==> src/ssag_pkg.sv <==
// Shared types and constants of the strided slice address generator.
package ssag_pkg;

    // Configuration port geometry
    localparam int CFG_INDEX_W  = 3;
    localparam int CFG_DATA_W   = 64;

    // Register indexes
    localparam logic [CFG_INDEX_W-1:0] REG_RANK         = 3'd0;
    localparam logic [CFG_INDEX_W-1:0] REG_AXIS_COUNTS  = 3'd1;
    localparam logic [CFG_INDEX_W-1:0] REG_AXIS_BEGINS  = 3'd2;
    localparam logic [CFG_INDEX_W-1:0] REG_AXIS_STRIDES = 3'd3;
    localparam logic [CFG_INDEX_W-1:0] REG_SRC_STR_LO   = 3'd4;
    localparam logic [CFG_INDEX_W-1:0] REG_SRC_STR_HI   = 3'd5;

    // Register layout
    localparam int RANK_W       = 3;
    localparam logic [RANK_W-1:0] RANK_RESET = 3'd4;
    localparam int PACKED_AXES  = 4;
    localparam int AXIS_FIELD_W = 16;
    localparam int SRC_STRIDE_W = 32;

    // Width of one partial product operand in the scaling multiplier
    localparam int MUL_CHUNK_W  = 32;

    // Output field widths
    localparam int OUT_INDEX_W  = 32;

    // Sequencer states
    typedef enum logic [2:0] {
        ST_IDLE,
        ST_PROD,
        ST_TERM,
        ST_SUM,
        ST_DONE
    } t_state;

    // Control broadcast from the sequencer to every cell
    typedef struct packed {
        logic clear;    // zero the axis counter
        logic advance;  // step the odometer
        logic ld_prod;  // load position = begin + counter * stride
        logic ld_term;  // one partial product step of position * source stride
        logic ld_acc;   // pass the running sum one cell outward
    } t_cell_ctrl;

endpackage

==> src/ssag_cell.sv <==
// One axis cell: counter, position/term arithmetic, odometer carry and sum link.
module ssag_cell #(
    parameter int COUNT_WIDTH = 16,
    parameter int INDEX_WIDTH = 32
) (
    input  logic                              i_clk,
    input  logic                              i_rst_n,
    input  ssag_pkg::t_cell_ctrl              i_ctrl,
    input  logic                              i_active,
    input  logic [ssag_pkg::AXIS_FIELD_W-1:0] i_count,
    input  logic [ssag_pkg::AXIS_FIELD_W-1:0] i_begin,
    input  logic [ssag_pkg::AXIS_FIELD_W-1:0] i_stride,
    input  logic [ssag_pkg::SRC_STRIDE_W-1:0] i_src_stride,
    input  logic                              i_carry,
    input  logic                              i_last,
    input  logic [INDEX_WIDTH-1:0]            i_acc,
    output logic                              o_carry,
    output logic                              o_last,
    output logic [INDEX_WIDTH-1:0]            o_acc
);
    import ssag_pkg::*;

    localparam int PW   = COUNT_WIDTH + 1 + AXIS_FIELD_W;
    localparam int EW   = INDEX_WIDTH + PW;
    localparam int NPP  = (INDEX_WIDTH + MUL_CHUNK_W - 1) / MUL_CHUNK_W;
    localparam int PADW = NPP * MUL_CHUNK_W;

    logic [COUNT_WIDTH-1:0]   r_counter, n_counter;
    logic [PADW-1:0]          r_pos, n_pos;
    logic [PADW-1:0]          r_term, n_term;
    logic [INDEX_WIDTH-1:0]   r_acc, n_acc;

    logic [COUNT_WIDTH-1:0]   ext_raw, extent, nxt;
    logic [COUNT_WIDTH:0]     inc;
    logic                     at_end, wrap;
    logic signed [PW-1:0]     prod;
    logic signed [EW-1:0]     prod_ext;
    logic [INDEX_WIDTH-1:0]   pos;
    logic [MUL_CHUNK_W-1:0]   chunk;
    logic [2*MUL_CHUNK_W-1:0] pp;

    // Extent of the axis, zero acting as one
    assign ext_raw = COUNT_WIDTH'(i_count);
    assign extent  = (ext_raw == '0) ? COUNT_WIDTH'(1) : ext_raw;

    // Last-element test and odometer wrap
    assign inc     = {1'b0, r_counter} + (COUNT_WIDTH+1)'(1);
    assign at_end  = !(inc < {1'b0, extent});
    assign nxt     = inc[COUNT_WIDTH-1:0];
    assign wrap    = !(nxt < extent);
    assign o_last  = i_last & (!i_active | at_end);
    assign o_carry = i_carry & i_active & wrap;

    // Position along the source axis, modulo 2^INDEX_WIDTH
    assign prod     = PW'($signed({1'b0, r_counter})) * PW'($signed(i_stride));
    assign prod_ext = EW'(prod);
    assign pos      = INDEX_WIDTH'(i_begin) + prod_ext[INDEX_WIDTH-1:0];

    // Scaling by the source stride, top chunk first (Horner form)
    assign chunk = r_pos[PADW-1 -: MUL_CHUNK_W];
    assign pp    = (2*MUL_CHUNK_W)'(chunk) * (2*MUL_CHUNK_W)'(i_src_stride);

    always_comb begin
        n_counter = r_counter;
        if (i_ctrl.clear) begin
            n_counter = '0;
        end else if (i_ctrl.advance && i_active && i_carry) begin
            n_counter = wrap ? '0 : nxt;
        end
    end

    always_comb begin
        n_pos  = r_pos;
        n_term = r_term;
        if (i_ctrl.ld_prod) begin
            n_pos  = PADW'(pos);
            n_term = '0;
        end else if (i_ctrl.ld_term) begin
            n_pos  = r_pos << MUL_CHUNK_W;
            n_term = (r_term << MUL_CHUNK_W) + PADW'(pp);
        end
    end

    // Running sum link; inactive axes add nothing
    always_comb begin
        n_acc = r_acc;
        if (i_ctrl.ld_acc) begin
            n_acc = i_acc + (i_active ? r_term[INDEX_WIDTH-1:0] : '0);
        end
    end

    always_ff @(posedge i_clk) begin
        if (!i_rst_n) begin
            r_counter <= '0;
        end else begin
            r_counter <= n_counter;
        end
    end

    always_ff @(posedge i_clk) begin
        r_pos  <= n_pos;
        r_term <= n_term;
        r_acc  <= n_acc;
    end

    assign o_acc = r_acc;

endmodule

==> config.mk <==
export PLATFORM = sky130hd
export DESIGN_NAME = ssag_cell
export DESIGN_NICKNAME = d
export VERILOG_FILES = /design/src/ssag_pkg.sv /design/src/ssag_cell.sv
export SDC_FILE = /design/constraint.sdc
export NUM_CORES = 2
export LEC_CHECK = 0
export ABC_AREA = 1
export BUFFER_PORTS_ARGS = -buffer_cell sky130_fd_sc_hd__buf_4
export CORE_UTILIZATION = 59
export DETAILED_ROUTE_END_ITERATION = 12
export GPL_TIMING_DRIVEN = 0
export PLACE_DENSITY = 0.8
export SKIP_LAST_GASP = 1
export SLEW_MARGIN = 25
export SYNTH_ARGS = -nofsm -noshare
export SYNTH_HDL_FRONTEND = slang
export SYNTH_SLANG_ARGS = --single-unit
export TNS_END_PERCENT = 50
==> constraint.sdc <==
create_clock -name i_clk -period 6.34 [get_ports i_clk]
set_input_delay 0 -clock i_clk [delete_from_list [all_inputs] [get_ports i_clk]]
set_output_delay 0 -clock i_clk [all_outputs]
set_load 0.03 [all_outputs]
==> impl_metrics.toml <==
[floorplan]
rows = 86
initial_core_util = 0.596
die_y_um = 238
io_pins = 156
die-area_um2 = 56600
core_um2 = 55100
die_w_um = 238

[global_routing]
grt_max_degree = 33
antenna_found_initial = 0
grt_pass1_vias = 29195
grt-ovfl-total = 0
grt_pass1_wl_um = 159000
grtUsageTotal = 0.368

[routing]
route.met3.wl_um = 9570
highest_layer = "met4"
dr.pass1.iters = 8
avgViaCountPerCell = 5.41
drc = 0
vias = 28638
drt_iter0_drc = 2671
wl_per_cell_um = 19.0
wl_um = 100000
ant_nets = 0
drt-met1-wl_um = 37900
wl_met2_um = 45300

[yosys]
synth_area_leaders = "fa_1, inv_1, nand2_1"
syn_avg_cell_area_um2 = 7.55
yosysSeqAreaShare = 0.0877
async_flop_share = 0
synth.cell_area_um2 = 32900
syn_nets = 5383
syn_inst = 4350
ys_ff_latch = 112
synth_warnings = 0
yosys_most_used_dff = "edfxtp_1"
synth_top_area_cell = "fa_1"
synth.distinct_cells = 57
yosysTopAreaCellShare = 0.377
synth_edf_count = 64

[setup_path]
cpPeakStageDelay_ns = 0.66
worstPathRequired_ns = 6.63
crit_buf_inv = 6
cp_cell_sequence = "buf_6 > buf_6 > nand2_2 > inv_2 > fa_1 > fa_1 > fa_1 > inv_2 > fa_1 > inv_1 > fa_1 > fa_2 > fa_2 > fa_2 > ha_4 > a21oi_4 > o21ai_2 > a21oi_2 > nand3_2 > a21o_1 > a21oi_2 > xnor2_2 > o21ai_1 > inv_1"
reg2reg_from = "chunk[13]"
ff2ff_setup_slack_ns = -0.46
cp_slowest_cell = "fa_2"
cp_max_fo = 5
crit_path_start_kind = "flop"
critical_path_class = "flop to flop"
cpMostUsedCell = "fa_1"
worstPathArrival_ns = 7.08
worstSetupEndpointType = "flop"
critPathTopFamily = "adder cells"
reg2reg_to = "r_term[26]"
r2r.worst_path.cells = 24

[status]
outcome = "complete, but fails checks"
violations = "setup timing"

[place]
io_buffer_count = 124
placedCellCount = 5222
dpl_worst_slack_ns = -1.45
dp_hpwl_um = 83800
place_congestion = 1.01

[layout]
diodes = 0
area_growth_pct = 12.1
final_common_cell = "inv_1"
final_cell_mix = "inv_1, nand2_1, fa_1, ha_1, buf_4"
layout.nets = 5570
drive_gt1_frac = 0.111
fin_cells = 5290
finish.utilization = 0.668

[timing]
setup_viol = 17
fin_hold_ws_ns = 0.0456
rsz0062_at_grt = "yes"
final_hold_viol_count = 0
skew_ns = 0.0202
finalMaxSlewViolations = 0
relSlewSlack = 0.396
setup_slack_ns = -0.456
tightest_slew_ns = 0.906
fmax_mhz = 147
post-route-period-util = 1.07
finalCriticalPeriod_ns = 6.80

[worst_hold_path]
hp-class = "input port to flop"
min_path_cells = 3
min_from = "i_acc[31]"
hold_end = "o_acc[31]"

[clock_network]
cts_sinks = 112
clockRootBuffer = "clkbuf_16"
cts_buffers = 9
cts_tree = "done"
clk_pin_slew_ns = 0.09
h-tree-depth = 3
cts_buffer_depth = 2
clock_latency_ns = 0.39

[run]
cap_viol_max_count = 0
-- cells by family after synthesis --
| kind of cell | after synthesis | synth area share |
|---|---|---|
| AND/OR/NAND/NOR | 1450 | 0.178 |
| adder cells (fa/ha/maj) | 911 | 0.488 |
| AO/OA/AOI/OAI | 332 | 0.0568 |
| flip-flops | 112 | 0.0877 |
| buffers and inverters | 1473 | 0.170 |
| XOR/XNOR | 72 | 0.0194 |
-- per-stage QoR --
step | instance area (um^2) | setup TNS [ns]
2_1_floorplan | 32900 | -0.0353
5_1_grt | 36800 | -8.20
4_1_cts | 36400 | -3.77
3_3_place_gp | 34700 | -30.14
6_report | 36800 | -4.71
3_5_place_dp | 34700 | -30.68
-- layer usage --
layer	vias to the layer above	GRT usage
li1	12989	-
met5	-	0
met2	1520	0.586
met1	13716	0.465
met4	0	0.232
met3	413	0.0671
-- sequential cells by signal, indices dropped and copies added (netlist names) --
| name | count |
|---|---|
| r_counter | 16 |
| chunk | 32 |
| o_acc | 32 |
| r_term | 32 |
-- worst register-to-register path: cells and delay by family, from the launching register on --
kind | cells | cell delay [ns]
compound gates | 6 | 0.93
xor+xnor | 1 | 0.11
fa+ha+maj | 9 | 4.49
buf+inv | 6 | 0.51
flops | 1 | 0.49
simple gates | 2 | 0.17
-- area by class of cell --
class                   count  area [um^2]
multi-input cells        2765        25200
inverters                1285         4830
clock inverters             7         76.3
fillers                  4695        18300
well taps                 748          936
repair buffers            199         1570
plain buffers             165         1060
flip-flops and latches    112         2900
clock buffers               9          225
-- repair_timing --
action	4_1_cts	5_1_grt
hold buffers	3	0
cloned	1	1
gates resized for setup	274	103
endpoints found under the setup margin	40	33
buffers inserted	53	18
endpoints found under the hold margin	7	0
pin swaps	79	84
-- synthesized netlist by cell type (2+ instances only) --
| master | n |
|---|---|
| a211oi_1 | 2 |
| a21boi_1 | 3 |
| a21o_1 | 12 |
| a21oi_1 | 163 |
| a221oi_1 | 2 |
| a31oi_1 | 8 |
| buf_1 | 23 |
| buf_2 | 28 |
| buf_4 | 3 |
| clkbuf_1 | 133 |
| dfxtp_1 | 48 |
| edfxtp_1 | 64 |
| fa_1 | 619 |
| ha_1 | 292 |
| inv_1 | 1270 |
| inv_2 | 12 |
| inv_4 | 2 |
| nand2_1 | 1165 |
| nand2_2 | 3 |
| nand3_1 | 94 |
| nand3_2 | 3 |
| nand3b_1 | 9 |
| nand4_1 | 33 |
| nor2_1 | 101 |
| nor2_4 | 2 |
| nor3_1 | 17 |
| nor3_2 | 2 |
| nor4_1 | 8 |
| o2111a_1 | 2 |
| o211ai_1 | 13 |
| o21a_1 | 13 |
| o21ai_0 | 75 |
| o21ai_1 | 20 |
| o21bai_1 | 6 |
| o221ai_1 | 2 |
| o311ai_0 | 2 |
| or2_2 | 7 |
| xnor2_1 | 24 |
| xor2_1 | 47 |
-- worst max-delay path by stage --
stage                    from          to  cells past startpoint
floorplan           chunk[16]  r_term[27]                     25
global placement     chunk[2]  r_term[26]                     24
detailed placement   chunk[3]  r_term[26]                     24
CTS                 chunk[11]  r_term[26]                     26
global route        chunk[15]  r_term[31]                     24
finish              chunk[13]  r_term[26]                     24
Power is left out: the tool's default activity adds up to more than one toggle a clock period on the data nets, which glitch-free logic cannot reach.
